--- src/design/stack_bytecode_execute_assert.svh ---
// Assertion macros for the stack bytecode execution block.
// Used by the top level only; expects clk_i and rst_ni in scope.
`ifndef STACK_BYTECODE_EXECUTE_ASSERT_SVH
`define STACK_BYTECODE_EXECUTE_ASSERT_SVH

// Checks that cons holds in the same cycle whenever ante holds.
`define SBE_ASSERT_NOW(lbl, ante, cons) \
  lbl: assert property (@(posedge clk_i) disable iff (!rst_ni) (ante) |-> (cons)) \
    else $error("sbe check failed");

// Checks that cons holds in the cycle after ante holds.
`define SBE_ASSERT_NEXT(lbl, ante, cons) \
  lbl: assert property (@(posedge clk_i) disable iff (!rst_ni) (ante) |=> (cons)) \
    else $error("sbe check failed");

`endif

--- src/design/sbe_pkg.sv ---
// Shared types and constants for the stack bytecode execution block.
// No dependencies; imported by every module of the block.
package sbe_pkg;

  localparam int STACK_DEPTH = 16;
  localparam int LOCAL_COUNT = 16;
  localparam int WORD_W      = 32;
  localparam int SP_W        = $clog2(STACK_DEPTH + 1);
  localparam int STK_AW      = $clog2(STACK_DEPTH);
  localparam int LOC_AW      = $clog2(LOCAL_COUNT);
  localparam int FIFO_DEPTH  = 4;
  localparam int FIFO_AW     = $clog2(FIFO_DEPTH);
  localparam int FIFO_CW     = $clog2(FIFO_DEPTH + 1);

  localparam logic [7:0] OP_ICONST_M1 = 8'd2;
  localparam logic [7:0] OP_ICONST_5  = 8'd8;
  localparam logic [7:0] OP_ILOAD_0   = 8'd26;
  localparam logic [7:0] OP_ILOAD_3   = 8'd29;
  localparam logic [7:0] OP_ISTORE_0  = 8'd59;
  localparam logic [7:0] OP_ISTORE_3  = 8'd62;
  localparam logic [7:0] OP_IMUL      = 8'd104;
  localparam logic [7:0] OP_IINC      = 8'd132;
  localparam logic [7:0] OP_IFNE      = 8'd154;
  localparam logic [7:0] OP_IF_ICMPGT = 8'd163;
  localparam logic [7:0] OP_GOTO      = 8'd167;
  localparam logic [7:0] OP_IRETURN   = 8'd172;
  localparam logic [7:0] OP_RETURN    = 8'd177;
  localparam logic [7:0] ICONST_BIAS  = 8'd3;

  typedef enum logic [2:0] {
    ST_CONTINUE    = 3'd0,
    ST_INT_RETURN  = 3'd1,
    ST_VOID_RETURN = 3'd2,
    ST_UNHANDLED   = 3'd3,
    ST_STACK_FAULT = 3'd4,
    ST_LOCAL_FAULT = 3'd5
  } status_e;

  typedef enum logic [3:0] {
    CLS_ICONST,
    CLS_ILOAD,
    CLS_ISTORE,
    CLS_IMUL,
    CLS_IINC,
    CLS_IFNE,
    CLS_ICMPGT,
    CLS_GOTO,
    CLS_IRETURN,
    CLS_RETURN,
    CLS_UNHANDLED
  } op_class_e;

  typedef struct packed {
    logic [15:0]       pc_offset;
    status_e           status;
    logic [WORD_W-1:0] return_value;
  } result_t;

endpackage

--- src/design/sbe_result_fifo.sv ---
// Result queue between the execute stage and the output channel.
// Depends on sbe_pkg for the result word type and the queue depth.
module sbe_result_fifo
  import sbe_pkg::*;
(
  input  logic               clk_i,
  input  logic               rst_ni,
  input  logic               push_i,
  input  result_t            push_data_i,
  output logic               pop_valid_o,
  input  logic               pop_ready_i,
  output result_t            pop_data_o,
  output logic [FIFO_CW-1:0] count_o
);

  result_t              buf_q [FIFO_DEPTH];
  logic [FIFO_AW-1:0]   wr_ptr_q, rd_ptr_q;
  logic [FIFO_CW-1:0]   count_q, count_d;
  logic                 pop;

  assign pop         = pop_valid_o && pop_ready_i;
  assign pop_valid_o = (count_q != '0);
  assign pop_data_o  = buf_q[rd_ptr_q];
  assign count_o     = count_q;

  always_comb begin
    count_d = count_q;
    if (push_i && !pop) begin
      count_d = count_q + FIFO_CW'(1);
    end else if (pop && !push_i) begin
      count_d = count_q - FIFO_CW'(1);
    end
  end

  always_ff @(posedge clk_i or negedge rst_ni) begin
    if (!rst_ni) begin
      wr_ptr_q <= '0;
      rd_ptr_q <= '0;
      count_q  <= '0;
    end else begin
      count_q <= count_d;
      if (push_i) begin
        wr_ptr_q <= wr_ptr_q + FIFO_AW'(1);
      end
      if (pop) begin
        rd_ptr_q <= rd_ptr_q + FIFO_AW'(1);
      end
    end
  end

  always_ff @(posedge clk_i) begin
    if (push_i) begin
      buf_q[wr_ptr_q] <= push_data_i;
    end
  end

endmodule

--- src/design/stack_bytecode_execute.sv ---
// Stack bytecode execution block: one opcode word in, one result word out.
// An accepted word passes the execute stage register and the result queue before it reaches the output.
// Throughput is one word per cycle while the result queue has room; the stack and local memories have a registered
// read, so a bypass of last cycle's write keeps back-to-back words exact.
// Reset empties the stack pointer, marks every local as zero and drops queued words.
// Depends on sbe_pkg, sbe_result_fifo and stack_bytecode_execute_assert.svh.
`include "stack_bytecode_execute_assert.svh"

module stack_bytecode_execute
  import sbe_pkg::*;
(
  input  logic               clk_i,
  input  logic               rst_ni,
  input  logic               in_valid_i,
  output logic               in_ready_o,
  input  logic [7:0]         cmd_i,
  input  logic [7:0]         operand_hi_i,
  input  logic [7:0]         operand_lo_i,
  output logic               out_valid_o,
  input  logic               out_ready_i,
  output logic signed [15:0] pc_offset_o,
  output logic [2:0]         status_o,
  output logic signed [31:0] return_value_o
);

  // Decode stage
  logic              accept;
  op_class_e         cls_d;
  status_e           status_d;
  logic [SP_W-1:0]   sp_q, sp_d;
  logic              stk_we_d, loc_we_d;
  logic [STK_AW-1:0] stk_waddr_d, rd_a_d, rd_b_d;
  logic [LOC_AW-1:0] loc_ridx_d, loc_widx_d;
  logic              can_push, can_pop1, can_pop2;
  logic [7:0]        iconst_raw, iload_raw, istore_raw;

  // Execute stage
  logic              s1_valid_q;
  op_class_e         s1_cls_q;
  status_e           s1_status_q;
  logic              s1_stk_we_q, s1_loc_we_q;
  logic [STK_AW-1:0] s1_stk_waddr_q, s1_rd_a_q, s1_rd_b_q;
  logic [LOC_AW-1:0] s1_loc_ridx_q, s1_loc_widx_q;
  logic [15:0]       s1_branch_q;
  logic [7:0]        s1_lo_q;
  logic [3:0]        s1_const_q;

  // Memories and bypass registers
  logic [WORD_W-1:0] stk_mem [STACK_DEPTH];
  logic [WORD_W-1:0] loc_mem [LOCAL_COUNT];
  logic [LOCAL_COUNT-1:0] loc_written_q;
  logic [WORD_W-1:0] stk_rd_a_q, stk_rd_b_q, loc_rd_q;
  logic              loc_rd_written_q;
  logic              byp_stk_we_q, byp_loc_we_q;
  logic [STK_AW-1:0] byp_stk_addr_q;
  logic [LOC_AW-1:0] byp_loc_addr_q;
  logic [WORD_W-1:0] byp_stk_data_q, byp_loc_data_q;

  logic              stk_we, loc_we;
  logic [WORD_W-1:0] tos, nos, loc_val, mul_res, stk_wdata, loc_wdata;
  logic              taken;
  result_t           res;
  result_t           fifo_out;
  logic [FIFO_CW-1:0] fifo_count;
  logic [FIFO_CW:0]  occupancy;

  // Every accepted word holds a queue slot until it leaves, so the queue never overflows.
  assign occupancy  = {1'b0, fifo_count} + (FIFO_CW + 1)'(s1_valid_q);
  assign in_ready_o = occupancy < (FIFO_CW + 1)'(FIFO_DEPTH);
  assign accept     = in_valid_i && in_ready_o;

  assign can_push   = sp_q < SP_W'(STACK_DEPTH);
  assign can_pop1   = sp_q >= SP_W'(1);
  assign can_pop2   = sp_q >= SP_W'(2);
  assign iconst_raw = cmd_i - ICONST_BIAS;
  assign iload_raw  = cmd_i - OP_ILOAD_0;
  assign istore_raw = cmd_i - OP_ISTORE_0;
  assign rd_a_d     = STK_AW'(sp_q - SP_W'(1));
  assign rd_b_d     = STK_AW'(sp_q - SP_W'(2));

  always_comb begin
    unique case (cmd_i) inside
      [OP_ICONST_M1:OP_ICONST_5]: cls_d = CLS_ICONST;
      [OP_ILOAD_0:OP_ILOAD_3]:    cls_d = CLS_ILOAD;
      [OP_ISTORE_0:OP_ISTORE_3]:  cls_d = CLS_ISTORE;
      OP_IMUL:                    cls_d = CLS_IMUL;
      OP_IINC:                    cls_d = CLS_IINC;
      OP_IFNE:                    cls_d = CLS_IFNE;
      OP_IF_ICMPGT:               cls_d = CLS_ICMPGT;
      OP_GOTO:                    cls_d = CLS_GOTO;
      OP_IRETURN:                 cls_d = CLS_IRETURN;
      OP_RETURN:                  cls_d = CLS_RETURN;
      default:                    cls_d = CLS_UNHANDLED;
    endcase
  end

  // Stack pointer moves and faults depend only on the opcode, the pointer and, for iinc, the local index, so they
  // resolve here and the next word sees the updated pointer at once.
  always_comb begin
    status_d    = ST_CONTINUE;
    sp_d        = sp_q;
    stk_we_d    = 1'b0;
    loc_we_d    = 1'b0;
    stk_waddr_d = STK_AW'(sp_q);
    loc_ridx_d  = LOC_AW'(iload_raw[1:0]);
    loc_widx_d  = LOC_AW'(istore_raw[1:0]);
    unique case (cls_d)
      CLS_ICONST, CLS_ILOAD: begin
        if (can_push) begin
          sp_d     = sp_q + SP_W'(1);
          stk_we_d = 1'b1;
        end else begin
          status_d = ST_STACK_FAULT;
        end
      end
      CLS_ISTORE: begin
        if (can_pop1) begin
          sp_d     = sp_q - SP_W'(1);
          loc_we_d = 1'b1;
        end else begin
          status_d = ST_STACK_FAULT;
        end
      end
      CLS_IMUL: begin
        stk_waddr_d = rd_b_d;
        if (can_pop2) begin
          sp_d     = sp_q - SP_W'(1);
          stk_we_d = 1'b1;
        end else begin
          status_d = ST_STACK_FAULT;
        end
      end
      CLS_IINC: begin
        loc_ridx_d = operand_hi_i[LOC_AW-1:0];
        loc_widx_d = operand_hi_i[LOC_AW-1:0];
        if (9'(operand_hi_i) < 9'(LOCAL_COUNT)) begin
          loc_we_d = 1'b1;
        end else begin
          status_d = ST_LOCAL_FAULT;
        end
      end
      CLS_IFNE: begin
        if (can_pop1) begin
          sp_d = sp_q - SP_W'(1);
        end else begin
          status_d = ST_STACK_FAULT;
        end
      end
      CLS_ICMPGT: begin
        if (can_pop2) begin
          sp_d = sp_q - SP_W'(2);
        end else begin
          status_d = ST_STACK_FAULT;
        end
      end
      CLS_IRETURN: begin
        if (can_pop1) begin
          sp_d     = '0;
          status_d = ST_INT_RETURN;
        end else begin
          status_d = ST_STACK_FAULT;
        end
      end
      CLS_RETURN: begin
        sp_d     = '0;
        status_d = ST_VOID_RETURN;
      end
      CLS_UNHANDLED: begin
        status_d = ST_UNHANDLED;
      end
      default: begin
        status_d = ST_CONTINUE;
      end
    endcase
  end

  always_ff @(posedge clk_i or negedge rst_ni) begin
    if (!rst_ni) begin
      sp_q          <= '0;
      s1_valid_q    <= 1'b0;
      byp_stk_we_q  <= 1'b0;
      byp_loc_we_q  <= 1'b0;
      loc_written_q <= '0;
    end else begin
      s1_valid_q   <= accept;
      byp_stk_we_q <= stk_we;
      byp_loc_we_q <= loc_we;
      if (accept) begin
        sp_q <= sp_d;
      end
      if (loc_we) begin
        loc_written_q[s1_loc_widx_q] <= 1'b1;
      end
    end
  end

  always_ff @(posedge clk_i) begin
    if (accept) begin
      s1_cls_q       <= cls_d;
      s1_status_q    <= status_d;
      s1_stk_we_q    <= stk_we_d;
      s1_loc_we_q    <= loc_we_d;
      s1_stk_waddr_q <= stk_waddr_d;
      s1_rd_a_q      <= rd_a_d;
      s1_rd_b_q      <= rd_b_d;
      s1_loc_ridx_q  <= loc_ridx_d;
      s1_loc_widx_q  <= loc_widx_d;
      s1_branch_q    <= {operand_hi_i, operand_lo_i};
      s1_lo_q        <= operand_lo_i;
      s1_const_q     <= iconst_raw[3:0];
    end
    byp_stk_addr_q <= s1_stk_waddr_q;
    byp_stk_data_q <= stk_wdata;
    byp_loc_addr_q <= s1_loc_widx_q;
    byp_loc_data_q <= loc_wdata;
  end

  // Stack memory: two read ports, one write port.
  always_ff @(posedge clk_i) begin
    if (stk_we) begin
      stk_mem[s1_stk_waddr_q] <= stk_wdata;
    end
    stk_rd_a_q <= stk_mem[rd_a_d];
    stk_rd_b_q <= stk_mem[rd_b_d];
  end

  // Local file: one read port, one write port; unwritten entries read as zero.
  always_ff @(posedge clk_i) begin
    if (loc_we) begin
      loc_mem[s1_loc_widx_q] <= loc_wdata;
    end
    loc_rd_q         <= loc_mem[loc_ridx_d];
    loc_rd_written_q <= loc_written_q[loc_ridx_d];
  end

  // A read issued in the same cycle as the previous word's write sees old data, so
  // the write of the last cycle is forwarded.
  always_comb begin
    tos = stk_rd_a_q;
    if (byp_stk_we_q && (byp_stk_addr_q == s1_rd_a_q)) begin
      tos = byp_stk_data_q;
    end
    nos = stk_rd_b_q;
    if (byp_stk_we_q && (byp_stk_addr_q == s1_rd_b_q)) begin
      nos = byp_stk_data_q;
    end
    loc_val = loc_rd_written_q ? loc_rd_q : '0;
    if (byp_loc_we_q && (byp_loc_addr_q == s1_loc_ridx_q)) begin
      loc_val = byp_loc_data_q;
    end
  end

  assign mul_res = nos * tos;
  assign stk_we  = s1_valid_q && s1_stk_we_q;
  assign loc_we  = s1_valid_q && s1_loc_we_q;

  always_comb begin
    case (s1_cls_q)
      CLS_ICONST: stk_wdata = {{(WORD_W - 4){s1_const_q[3]}}, s1_const_q};
      CLS_IMUL:   stk_wdata = mul_res;
      default:    stk_wdata = loc_val;
    endcase
    if (s1_cls_q == CLS_IINC) begin
      loc_wdata = loc_val + {{(WORD_W - 8){s1_lo_q[7]}}, s1_lo_q};
    end else begin
      loc_wdata = tos;
    end
  end

  always_comb begin
    taken = 1'b0;
    case (s1_cls_q)
      CLS_GOTO:   taken = 1'b1;
      CLS_IFNE:   taken = (s1_status_q == ST_CONTINUE) && (tos != '0);
      CLS_ICMPGT: taken = (s1_status_q == ST_CONTINUE) && ($signed(nos) > $signed(tos));
      default:    taken = 1'b0;
    endcase
    res.status = s1_status_q;
    if (taken) begin
      res.pc_offset = s1_branch_q;
    end else if ((s1_cls_q == CLS_IINC) || (s1_cls_q == CLS_IFNE) ||
                 (s1_cls_q == CLS_ICMPGT)) begin
      res.pc_offset = 16'd3;
    end else begin
      res.pc_offset = 16'd1;
    end
    res.return_value = (s1_status_q == ST_INT_RETURN) ? tos : '0;
  end

  sbe_result_fifo u_result_fifo (
    .clk_i       (clk_i),
    .rst_ni      (rst_ni),
    .push_i      (s1_valid_q),
    .push_data_i (res),
    .pop_valid_o (out_valid_o),
    .pop_ready_i (out_ready_i),
    .pop_data_o  (fifo_out),
    .count_o     (fifo_count)
  );

  assign pc_offset_o    = fifo_out.pc_offset;
  assign status_o       = fifo_out.status;
  assign return_value_o = fifo_out.return_value;

  `SBE_ASSERT_NOW(a_sp_in_range, 1'b1, sp_q <= SP_W'(STACK_DEPTH))
  `SBE_ASSERT_NOW(a_no_overrun, 1'b1, occupancy <= (FIFO_CW + 1)'(FIFO_DEPTH))
  `SBE_ASSERT_NEXT(a_accept_reaches_exec, accept, s1_valid_q)
  `SBE_ASSERT_NOW(a_no_write_on_fault, s1_valid_q && (s1_status_q != ST_CONTINUE), !stk_we && !loc_we)

endmodule
--- config.mk ---
export PLATFORM = sky130hd
export DESIGN_NAME = stack_bytecode_execute
export DESIGN_NICKNAME = d
export VERILOG_FILES = /design/src/design/sbe_pkg.sv /design/src/design/sbe_result_fifo.sv /design/src/design/stack_bytecode_execute.sv
export VERILOG_INCLUDE_DIRS = /design/src /design/src/design
export SDC_FILE = /design/constraint.sdc
export NUM_CORES = 2
export LEC_CHECK = 0
export BUFFER_PORTS_ARGS = -buffer_cell sky130_fd_sc_hd__buf_2
export CORE_MARGIN = 1.5
export CORE_UTILIZATION = 43
export DETAILED_ROUTE_END_ITERATION = 8
export PLACE_DENSITY = 0.65
export SYNTH_ARGS = -nofsm -noshare
export SYNTH_HDL_FRONTEND = slang
export SYNTH_HIERARCHICAL = 1
export SYNTH_SLANG_ARGS = --single-unit
--- constraint.sdc ---
create_clock -name clk_i -period 21.1 [get_ports clk_i]
set_clock_uncertainty 0.2 [all_clocks]
set_input_delay 3.165 -clock clk_i [delete_from_list [all_inputs] [get_ports clk_i]]
set_output_delay 3.165 -clock clk_i [all_outputs]
set_load 0.03 [all_outputs]
==> impl_metrics.env <==
export IMPL_drv_cap=1
export IMPL_die_y_um=426
export IMPL_fin_nets=5878
export IMPL_cts_resized=0
export IMPL_htree_levels=4
export IMPL_synth_edf_count=1276
export IMPL_path_buf_inv=5
export IMPL_synth_area_leaders="edfxtp_1, mux4_2, fa_1, dfxtp_1, ha_1"
export IMPL_drv_slew=1
export IMPL_clk_latency_ns=0.81
export IMPL_crit_required_ns=21.33
export IMPL_grt_pass1_wl_um=313000
export IMPL_dpl_hpwl_um=138000
export IMPL_postCtsHoldBufs=0
export IMPL_core_um2=177000
export IMPL_die_area_um2=181000
export IMPL_dr_wl_met2_um=100000
export IMPL_wl_per_cell_um=27.8
export IMPL_worst_path_most_repeated_cell="fa_1"
export IMPL_clkSlewWorstSetupHoldPaths_ns=0.06
export IMPL_fp_dieW_um=426
export IMPL_tightest_slew_ns=1.47
export IMPL_synth_area_per_cell_um2=15.1
export IMPL_ys_seq_area_share_pct=55.3
export IMPL_syn_nets=5741
export IMPL_max_freq_mhz=89.5
export IMPL_synthArstFlopShare_pct=2.10
export IMPL_cp_end_kind="register"
export IMPL_min_period_ns=11.17
export IMPL_grt_pass1_vias=45400
export IMPL_first_pass_iters=7
export IMPL_num_rows=154
export IMPL_synth_top_cell_by_area="edfxtp_1"
export IMPL_status="finished with violations"
export IMPL_antenna_found_initial=4
export IMPL_clock_sinks=1476
export IMPL_drc=0
export IMPL_grt_max_degree=134
export IMPL_worst_path_max_fanout=32
export IMPL_synth_main_ff_cell="edfxtp_1"
export IMPL_root_buffer="clkbuf_16"
export IMPL_met3_wirelength_um=18500
export IMPL_cts_tree="yes"
export IMPL_grt_use_total_pct=23.8
export IMPL_numPortBuffers=80
export IMPL_cp_top_family="adder cells"
export IMPL_gp_congestion=0.958
export IMPL_start_util_pct=43.5
export IMPL_ys_ff_latch=1476
export IMPL_setup_tns_ns=0
export IMPL_setup_viol=0
export IMPL_top_layer_used="met5"
export IMPL_drtIter0Drc=4968
export IMPL_reg2reg_slack_ns=9.93
export IMPL_syn_to_final_growth_pct=11.2
export IMPL_final_antenna_net_count=0
export IMPL_synth_cells=5085
export IMPL_ios=81
export IMPL_slew_headroom_pct=-0.692
export IMPL_nFillCells=14800
export IMPL_worstHoldPathType="register to register"
export IMPL_syn_area_um2=76800
export IMPL_path_class="register to register"
export IMPL_cts_inserted_buffers=143
export IMPL_rsz0062_at_grt="false"
export IMPL_met1_length_um=85800
export IMPL_vias_per_cell=5.88
export IMPL_critPathLaunchType="register"
export IMPL_cts_post_setup_buffers_inserted=0
export IMPL_dr_total_vias=45200
export IMPL_yosys_warnings=6
export IMPL_fin_crit_sh_pct=53.0
export IMPL_wirelength_um=214000
export IMPL_ctsLongestPathBuffers=3
export IMPL_critPathMaxStageDelay_ns=1.24
export IMPL_drive_gt1_share_pct=20.1
export IMPL_synth_cell_type_count=83
export IMPL_hold_viol=0
export IMPL_overflow=0
export IMPL_violations="capacitance limit, slew limit"
export IMPL_crit_arrival_ns=11.41
export IMPL_crit_slowest_cell="mux2i_1"
export IMPL_synth_top_area_share_pct=49.9
[cell families after synthesis]
group | share of synthesized area (%)
DFF | 55.3
and+or+nand+nor | 6.43
buffers and inverters | 3.97
adders and majority gates | 14.2
muxes | 15.6
AOI/OAI and AO/OA | 2.99
xor gates and xnor gates | 1.50
[final timing paths]
| kind | from | endpoint | cells after the start |
|---|---|---|---|
| setup reg to reg | s1_stk_waddr_q[0]$_DFFE_PP_ | stk_mem[1][29]$_DFFE_PP_ | 27 |
| hold / removal | loc_written_q[14]$_DFFE_PN0P_ | loc_written_q[14]$_DFFE_PN0P_ | 1 |
| setup / recovery | s1_stk_waddr_q[0]$_DFFE_PP_ | stk_mem[1][29]$_DFFE_PP_ | 27 |
| max in group asynchronous | rst_ni | sp_q[0]$_DFFE_PN0P_ | 1 |
| hold reg to reg | loc_written_q[14]$_DFFE_PN0P_ | loc_written_q[14]$_DFFE_PN0P_ | 1 |
| min in group asynchronous | rst_ni | loc_written_q[12]$_DFFE_PN0P_ | 1 |
[through the flow]
stage                     hold slack [ns]  util, %  worst slack [ns]  cells  instance area [um2]
final                               0.268     48.3              9.93   7687                85400
after global routing                0.271     48.3              9.44   7685                85400
after CTS                           0.252     48.3              9.62   7679                85300
after detailed placement            0.242     45.6              9.66   7413                80600
after global placement              0.242     45.6              9.81   7413                80600
after floorplan                     0.143        -             11.74   5085                76800
[cell type report]
class	count	area, um2	area share (%)
tap	2340	2930	3.43
sequential	1476	42500	49.8
clock buffer	204	4000	4.68
multi-input combinational	2842	31700	37.1
inverter	536	2010	2.36
timing repair buffer	223	1500	1.76
clock inverter	62	752	0.881
antenna	4	10.0	0.0117
[state kept, by name (all words and copies together), names as in the netlist, 5 cells and up]
name,flops
loc_mem,512
stk_mem,512
u_result_fifo/buf_q,204
byp_loc_data_q,32
byp_stk_data_q,32
loc_rd_q,32
stk_rd_a_q,32
stk_rd_b_q,32
loc_written_q,16
s1_branch_q,16
sp_q,5
[routing by layer]
metal | vias up | GRT usage (%)
li1 | 18800 | -
met1 | 23800 | 32.9
met2 | 2163 | 37.3
met3 | 449 | 4.62
met4 | 6 | 9.24
met5 | - | 0
[cells in the mapped netlist, types with 8 or more instances]
cell	count
inv_2	10
or3_1	9
nor2b_1	13
edfxtp_1	1276
nand3_1	58
xor2_1	38
inv_1	501
and2_1	8
nand2_1	445
xnor2_1	81
buf_1	44
o21ai_0	98
o21a_1	14
dfrtp_1	31
buf_2	21
clkinv_1	25
mux2i_1	36
nand2b_1	18
and3_1	39
ha_1	218
nor2_2	10
nor2_1	468
a21o_1	35
or2_2	22
a31oi_1	46
nor3_1	26
nand4_1	16
mux2_2	10
fa_1	410
clkbuf_1	152
a21oi_1	101
nor4_1	8
mux4_2	500
dfxtp_1	169
[cell usage in the layout (no fill, tap or decap), types with 141 or more instances in the layout]
master	n
edfxtp_1	1276
inv_1	500
mux4_2	500
nor2_1	443
nand2_1	442
fa_1	410
ha_1	216
dfxtp_1	169
clkbuf_16	144
buf_4	141
Power is not shown: default switching activity piles up to over one toggle a cycle in this logic, so the estimate is an artifact.
